===== config.mk =====
export PLATFORM = sky130hd
export DESIGN_NAME = scancode_to_ascii_translator
export DESIGN_NICKNAME = d
export VERILOG_FILES = /design/src/design/scta_pkg.sv /design/src/design/scta_keymap.sv /design/src/design/scancode_to_ascii_translator.sv
export SDC_FILE = /design/constraint.sdc
export NUM_CORES = 1
export LEC_CHECK = 0
export BUFFER_PORTS_ARGS = -buffer_cell sky130_fd_sc_hd__buf_2
export CORE_MARGIN = 2
export CORE_UTILIZATION = 59
export CTS_CLUSTER_DIAMETER = 50
export DETAILED_ROUTE_END_ITERATION = 10
export GPL_ROUTABILITY_DRIVEN = 0
export PLACE_DENSITY = 0.8
export SETUP_SLACK_MARGIN = 0.2
export SLEW_MARGIN = 10
export SYNTH_ARGS = -nofsm -noshare
export SYNTH_HDL_FRONTEND = slang
export SYNTH_SLANG_ARGS = --single-unit

===== constraint.sdc =====
create_clock -name clk -period 3.04 [get_ports clk]
set_clock_uncertainty 0.15 [all_clocks]
set_input_delay 0.152 -clock clk [delete_from_list [all_inputs] [get_ports clk]]
set_output_delay 0.152 -clock clk [all_outputs]
set_load 0.02 [all_outputs]

===== src/design/scta_pkg.sv =====
// ----------------------------------------------------------------------------
// scta_pkg - shared constants for the scan-code translator
// Scan-code set 1 key codes, prefix byte and the key lookup function.
// ----------------------------------------------------------------------------
package scta_pkg;

  localparam int unsigned SCAN_W = 8;
  localparam int unsigned CODE_W = 7;
  localparam int unsigned CHAR_W = 7;

  localparam logic [SCAN_W-1:0] PREFIX_BYTE  = 8'hE0;
  localparam logic [CODE_W-1:0] CODE_CTRL    = 7'h1D;
  localparam logic [CODE_W-1:0] CODE_SHIFT_L = 7'h2A;
  localparam logic [CODE_W-1:0] CODE_SHIFT_R = 7'h36;
  localparam logic [CODE_W-1:0] CODE_ALT     = 7'h38;
  localparam logic [CODE_W-1:0] CODE_CAPS    = 7'h3A;

  // Modifier state carried between items
  typedef struct packed {
    logic ctrl;
    logic shift;
    logic alt;
    logic caps;
  } mod_state_t;

  // Return {shifted, plain} ASCII pair; zero for keys with no character
  function automatic logic [2*CHAR_W-1:0] key_pair(input logic [CODE_W-1:0] code);
    logic [2*CHAR_W-1:0] pair;
    case (code)
      7'h01: pair = {7'h1B, 7'h1B};
      7'h02: pair = {7'h21, 7'h31};
      7'h03: pair = {7'h40, 7'h32};
      7'h04: pair = {7'h23, 7'h33};
      7'h05: pair = {7'h24, 7'h34};
      7'h06: pair = {7'h25, 7'h35};
      7'h07: pair = {7'h5E, 7'h36};
      7'h08: pair = {7'h26, 7'h37};
      7'h09: pair = {7'h2A, 7'h38};
      7'h0A: pair = {7'h28, 7'h39};
      7'h0B: pair = {7'h29, 7'h30};
      7'h0C: pair = {7'h5F, 7'h2D};
      7'h0D: pair = {7'h2B, 7'h3D};
      7'h0E: pair = {7'h08, 7'h08};
      7'h0F: pair = {7'h09, 7'h09};
      7'h10: pair = {7'h51, 7'h71};
      7'h11: pair = {7'h57, 7'h77};
      7'h12: pair = {7'h45, 7'h65};
      7'h13: pair = {7'h52, 7'h72};
      7'h14: pair = {7'h54, 7'h74};
      7'h15: pair = {7'h59, 7'h79};
      7'h16: pair = {7'h55, 7'h75};
      7'h17: pair = {7'h49, 7'h69};
      7'h18: pair = {7'h4F, 7'h6F};
      7'h19: pair = {7'h50, 7'h70};
      7'h1A: pair = {7'h7B, 7'h5B};
      7'h1B: pair = {7'h7D, 7'h5D};
      7'h1C: pair = {7'h0D, 7'h0D};
      7'h1E: pair = {7'h41, 7'h61};
      7'h1F: pair = {7'h53, 7'h73};
      7'h20: pair = {7'h44, 7'h64};
      7'h21: pair = {7'h46, 7'h66};
      7'h22: pair = {7'h47, 7'h67};
      7'h23: pair = {7'h48, 7'h68};
      7'h24: pair = {7'h4A, 7'h6A};
      7'h25: pair = {7'h4B, 7'h6B};
      7'h26: pair = {7'h4C, 7'h6C};
      7'h27: pair = {7'h3A, 7'h3B};
      7'h28: pair = {7'h22, 7'h27};
      7'h29: pair = {7'h7E, 7'h60};
      7'h2B: pair = {7'h7C, 7'h5C};
      7'h2C: pair = {7'h5A, 7'h7A};
      7'h2D: pair = {7'h58, 7'h78};
      7'h2E: pair = {7'h43, 7'h63};
      7'h2F: pair = {7'h56, 7'h76};
      7'h30: pair = {7'h42, 7'h62};
      7'h31: pair = {7'h4E, 7'h6E};
      7'h32: pair = {7'h4D, 7'h6D};
      7'h33: pair = {7'h3C, 7'h2C};
      7'h34: pair = {7'h3E, 7'h2E};
      7'h35: pair = {7'h3F, 7'h2F};
      7'h37: pair = {7'h2A, 7'h2A};
      7'h39: pair = {7'h20, 7'h20};
      default: pair = '0;
    endcase
    return pair;
  endfunction

endpackage


===== src/design/scta_keymap.sv =====
// ----------------------------------------------------------------------------
// scta_keymap - key code to ASCII lookup
// Pick the plain or shifted column and read the character for a press code.
// ----------------------------------------------------------------------------
module scta_keymap import scta_pkg::*; (
  input  logic [CODE_W-1:0] code,
  input  mod_state_t        mods,
  output logic [CHAR_W-1:0] char_code
);

  logic                shift_only;
  logic                use_shifted;
  logic [2*CHAR_W-1:0] pair;

  // Digits and punctuation ignore caps lock
  always_comb begin
    shift_only = (code < 7'h0E) || (code == 7'h29) || (code == 7'h1A) ||
                 (code == 7'h1B) || (code == 7'h2B) || (code == 7'h27) ||
                 (code == 7'h28) || ((code >= 7'h33) && (code <= 7'h35));
    use_shifted = shift_only ? mods.shift : (mods.shift ^ mods.caps);
    pair        = key_pair(code);
    char_code   = use_shifted ? pair[2*CHAR_W-1:CHAR_W] : pair[CHAR_W-1:0];
  end

endmodule


===== src/design/scancode_to_ascii_translator.sv =====
// ----------------------------------------------------------------------------
// scancode_to_ascii_translator - scan-code set 1 to ASCII
// Two-register pipeline: input register, lookup and modifier update, result.
// ----------------------------------------------------------------------------
// Each input transfer carries one raw scan-code byte and yields exactly one
// result transfer, in order. The byte is captured in an input register; once
// the result register is free it is decoded against the held modifier state
// (ctrl, shift, alt, caps lock and the pending 0xE0 prefix), looked up in the
// built-in key table and loaded into the result register. One byte is taken
// every cycle while the output side keeps up. A stall on the output holds the
// result register and then the input register; a new byte is still taken
// while a finished result waits. The result carries the character (with a
// valid flag in tuser) and the modifier state after the byte. A 0xE0 byte,
// releases, unknown codes, modifier keys and all extended keys give a result
// with char_valid low.
// ----------------------------------------------------------------------------
module scancode_to_ascii_translator import scta_pkg::*; (
  input  logic        clk,
  input  logic        rst_n,
  // input channel
  input  logic        in_tvalid,
  output logic        in_tready,
  input  logic [7:0]  in_tdata,   // [7:0] scan_byte
  // result channel
  output logic        out_tvalid,
  input  logic        out_tready,
  output logic [15:0] out_tdata,  // [6:0] char_code, [7] ctrl_held,
                                  // [8] shift_held, [9] alt_held, [10] caps_on
  output logic [0:0]  out_tuser   // [0] char_valid
);

  // Input register
  logic              in_valid_r;
  logic [SCAN_W-1:0] in_byte_r;

  // Held key state
  logic       prefix_r, prefix_nxt;
  mod_state_t mods_r, mods_nxt;

  // Result register
  logic              out_valid_r;
  logic [CHAR_W-1:0] char_r, char_nxt;
  logic              char_valid_r, char_valid_nxt;
  mod_state_t        out_mods_r;

  logic              res_ready;
  logic              advance;
  logic [CODE_W-1:0] code;
  logic              release_bit;
  logic [CHAR_W-1:0] table_char;

  // Advance the result stage when it is empty or being taken
  assign res_ready = !out_valid_r || out_tready;
  assign advance   = in_valid_r && res_ready;
  assign in_tready = !in_valid_r || res_ready;

  assign code        = in_byte_r[CODE_W-1:0];
  assign release_bit = in_byte_r[SCAN_W-1];

  scta_keymap u_keymap (
    .code      (code),
    .mods      (mods_r),
    .char_code (table_char)
  );

  // Decode one byte against the held state
  always_comb begin
    prefix_nxt     = prefix_r;
    mods_nxt       = mods_r;
    char_nxt       = '0;
    char_valid_nxt = 1'b0;
    if (in_byte_r == PREFIX_BYTE) begin
      prefix_nxt = 1'b1;
    end else begin
      prefix_nxt = 1'b0;
      if (release_bit) begin
        // Break code: clear the matching held modifier
        if (code == CODE_CTRL) begin
          mods_nxt.ctrl = 1'b0;
        end else if (!prefix_r && (code == CODE_SHIFT_L || code == CODE_SHIFT_R)) begin
          mods_nxt.shift = 1'b0;
        end else if (code == CODE_ALT) begin
          mods_nxt.alt = 1'b0;
        end
      end else if (prefix_r) begin
        // Extended press: only right ctrl and right alt matter
        if (code == CODE_CTRL) begin
          mods_nxt.ctrl = 1'b1;
        end else if (code == CODE_ALT) begin
          mods_nxt.alt = 1'b1;
        end
      end else if (table_char != '0) begin
        char_nxt       = table_char;
        char_valid_nxt = 1'b1;
      end else if (code == CODE_CTRL) begin
        mods_nxt.ctrl = 1'b1;
      end else if (code == CODE_SHIFT_L || code == CODE_SHIFT_R) begin
        mods_nxt.shift = 1'b1;
      end else if (code == CODE_ALT) begin
        mods_nxt.alt = 1'b1;
      end else if (code == CODE_CAPS) begin
        mods_nxt.caps = !mods_r.caps;
      end
    end
  end

  // Input register: capture on every input transfer
  always_ff @(posedge clk) begin
    if (!rst_n) begin
      in_valid_r <= 1'b0;
    end else if (in_tready) begin
      in_valid_r <= in_tvalid;
    end
  end

  always_ff @(posedge clk) begin
    if (in_tvalid && in_tready) begin
      in_byte_r <= in_tdata;
    end
  end

  // Held state: update as each byte moves into the result stage
  always_ff @(posedge clk) begin
    if (!rst_n) begin
      prefix_r <= 1'b0;
      mods_r   <= '0;
    end else if (advance) begin
      prefix_r <= prefix_nxt;
      mods_r   <= mods_nxt;
    end
  end

  // Result register: hold while the output is stalled
  always_ff @(posedge clk) begin
    if (!rst_n) begin
      out_valid_r <= 1'b0;
    end else if (res_ready) begin
      out_valid_r <= in_valid_r;
    end
  end

  always_ff @(posedge clk) begin
    if (advance) begin
      char_r       <= char_nxt;
      char_valid_r <= char_valid_nxt;
      out_mods_r   <= mods_nxt;
    end
  end

  assign out_tvalid = out_valid_r;
  assign out_tdata  = {5'b0, out_mods_r.caps, out_mods_r.alt, out_mods_r.shift,
                       out_mods_r.ctrl, char_r};
  assign out_tuser  = char_valid_r;

endmodule


==> results.json <==
{
  "required_ns": 2.93,
  "die_w_um": 74.9,
  "grt_pass1_vias": 2409,
  "dp_hpwl_um": 4860,
  "drive_gt1_share_pct": 18.5,
  "maxCapViolCount": 0,
  "finalWirelength_um": 7080,
  "synth_area_leaders": "edfxtp_1 (20%), dfxtp_1 (14%), mux2i_1 (6.4%)",
  "cts-root-to-sink-buffers": 2,
  "h-tree-depth": 2,
  "hp-class": "primary input to flip-flop",
  "worst_pin_slew_ns": 0.782,
  "die_h_um": 74.9,
  "crit_path_start_kind": "flip-flop",
  "ioPinCount": 31,
  "ys_seq_area_share_pct": 34.5,
  "vdd_drop_max_v": 0.000288,
  "grt_pass1_wl_um": 11400,
  "place_ws_ns": 0.253,
  "slowest_stage": "or4b_1",
  "synth_edf_count": 20,
  "initial_core_util_pct": 61.9,
  "async_reset_ff_share_pct": 0,
  "synth.most_common_cell": "nand2_1",
  "grt_use_total_pct": 26.3,
  "timing.fmax_mhz": 375,
  "vias": 2738,
  "crit_chain": "or4b_1 -> o211ai_1 -> a22o_1 -> o211ai_2 -> buf_4 -> mux2i_1 -> or2_2 -> nor2_1",
  "synth-main-ff-cell": "dfxtp_1",
  "grt_max_degree": 34,
  "path_max_fanout": 8,
  "run_status": "complete, no violations",
  "dr_wl_met2_um": 3320,
  "fin_util_pct": 70.1,
  "syn2layout_area_growth_pct": 13.2,
  "netlist_top_cells_count": "nand2_1 (30), nor2_1 (26), a21oi_1 (22)",
  "p_leak_nw": 1.32,
  "finalSetupViolCount": 0,
  "power_density_mw_per_mm2": 446,
  "drt-met1-wl_um": 2930,
  "ctsRootBufferMaster": "clkbuf_8",
  "endpoint_kind": "flip-flop",
  "synth_cell_types": 70,
  "cts_sinks": 41,
  "coreArea_mm2": 0.00479,
  "numCtsBuffers": 5,
  "path_clk_slew_ns": 0.08,
  "yosysWarnings": 0,
  "cpPeakStageDelay_ns": 0.54,
  "maxSlewViolCount": 0,
  "timing.final.ws_setup_ns": 0.374,
  "io_buffers": 25,
  "post-synth-top-area-cell": "edfxtp_1",
  "crit_arrival_ns": 2.56,
  "postSynthCellCount": 338,
  "avgSynthCellArea_um2": 8.77,
  "tns_ns": 0,
  "crit_type": "flip-flop to flip-flop",
  "met3_length_um": 646,
  "hold_viol": 0,
  "clk_latency_ns": 0.29,
  "antenna_found_initial": 0,
  "grt_overflow_total": 0,
  "finalPower_mw": 1.50,
  "min_period_ns": 2.67,
  "postRouteAntennaNets": 0,
  "synth_top_area_share_pct": 20.3,
  "top_layer": "met4",
  "antenna_cells": 0,
  "ys_ff_latch": 41,
  "first_pass_iters": 5,
  "drt_iter0_drc": 357,
  "rsz0062_at_grt": "no",
  "detail_route.vias_per_cell": 6.29,
  "n_fill_cell": 374,
  "drc_errors": 0,
  "wl_per_cell_um": 16.3,
  "cts_tree": "yes",
  "synth_area_mm2": 0.00296,
  "die_area_mm2": 0.00560,
  "final_nets": 390,
  "slew_headroom_pct": 47.9,
  "rows": 25,
  "finalCritPeriodShare_pct": 87.7
}
[critical path, delay by kind of cell (launching register included)]
family | cells | cell delay (ns)
buf+inv | 1 | 0.20
compound gates | 3 | 0.47
mux | 1 | 0.29
simple gates | 3 | 0.82
flops | 1 | 0.51
[path summary, 6_finish.rpt]
check | from | depth (start not counted) | to | slack [ns]
hold / removal | rst_n | 2 | mods_r[3] | 0.04
setup / recovery | in_byte_r[0] | 8 | char_r[0] | 0.37
setup reg to reg | in_byte_r[0] | 8 | char_r[0] | 0.37
hold reg to reg | mods_r[0] | 2 | mods_r[0] | 0.39
[logic make-up after synthesis]
family,share of synthesized area [%]
and+or+nand+nor,19.3
AOI/OAI and AO/OA,24.1
buffers and inverters,7.09
DFF,34.5
muxes,9.08
adders and majority gates,4.65
xor gates and xnor gates,1.18
other,0.127
[timing repair]
item                       in CTS  in global routing
gates resized for setup         0                  7
hold buffers                    9                  0
hold endpoints to repair        9                  0
buffers inserted                0                  4
setup endpoints to repair       0                 15
[through the flow]
| step | hold WS, ns | instances | cell area [um2] |
|---|---|---|---|
| finish | 0.0368 | 435 | 3350 |
| CTS | 0.0194 | 431 | 3300 |
| global route | 0.0421 | 435 | 3350 |
| detailed placement | 0.182 | 414 | 3110 |
| global placement | 0.179 | 414 | 3110 |
| floorplan | 0.101 | 342 | 2980 |
[power breakdown]
group          switching, mW  internal, mW  total [mW]  leakage, nW
Sequential            0.0350         0.634       0.669        0.364
Clock                  0.176         0.242       0.419       0.0528
Combinational          0.249         0.160       0.409        0.902
Total                  0.460          1.04        1.50         1.32
[metal layers]
metal / track usage, % / up-vias
li1: - / 1308
met1: 35.6 / 1233
met2: 41.5 / 170
met3: 5.09 / 27
met4: 10.3 / 0
met5: 0 / -
[area by class of cell]
cell class | instances | area, um2 | area share (%)
Timing Repair Buffer | 49 | 328 | 9.77
Multi-Input combinational cell | 258 | 1760 | 52.6
Clock inverter | 2 | 33.8 | 1.01
Clock buffer | 6 | 72.6 | 2.16
Sequential cell | 41 | 1020 | 30.5
Tap cell | 67 | 83.8 | 2.50
Inverter | 12 | 50.0 | 1.49
[placed cells by master, fill, tap and decap left out, types with 6 or more instances in the layout]
master,count
a211oi_1,7
a21oi_1,22
a221oi_1,6
buf_2,25
buf_4,15
dfxtp_1,20
dlygate4sd3_1,9
edfxtp_1,20
ha_1,11
inv_1,8
mux2i_1,19
nand2_1,30
nand2b_1,7
nand3_1,11
nor2_1,26
o211ai_1,6
o21ai_0,18
No activity file was read; power rests on OpenSTA's default activity.
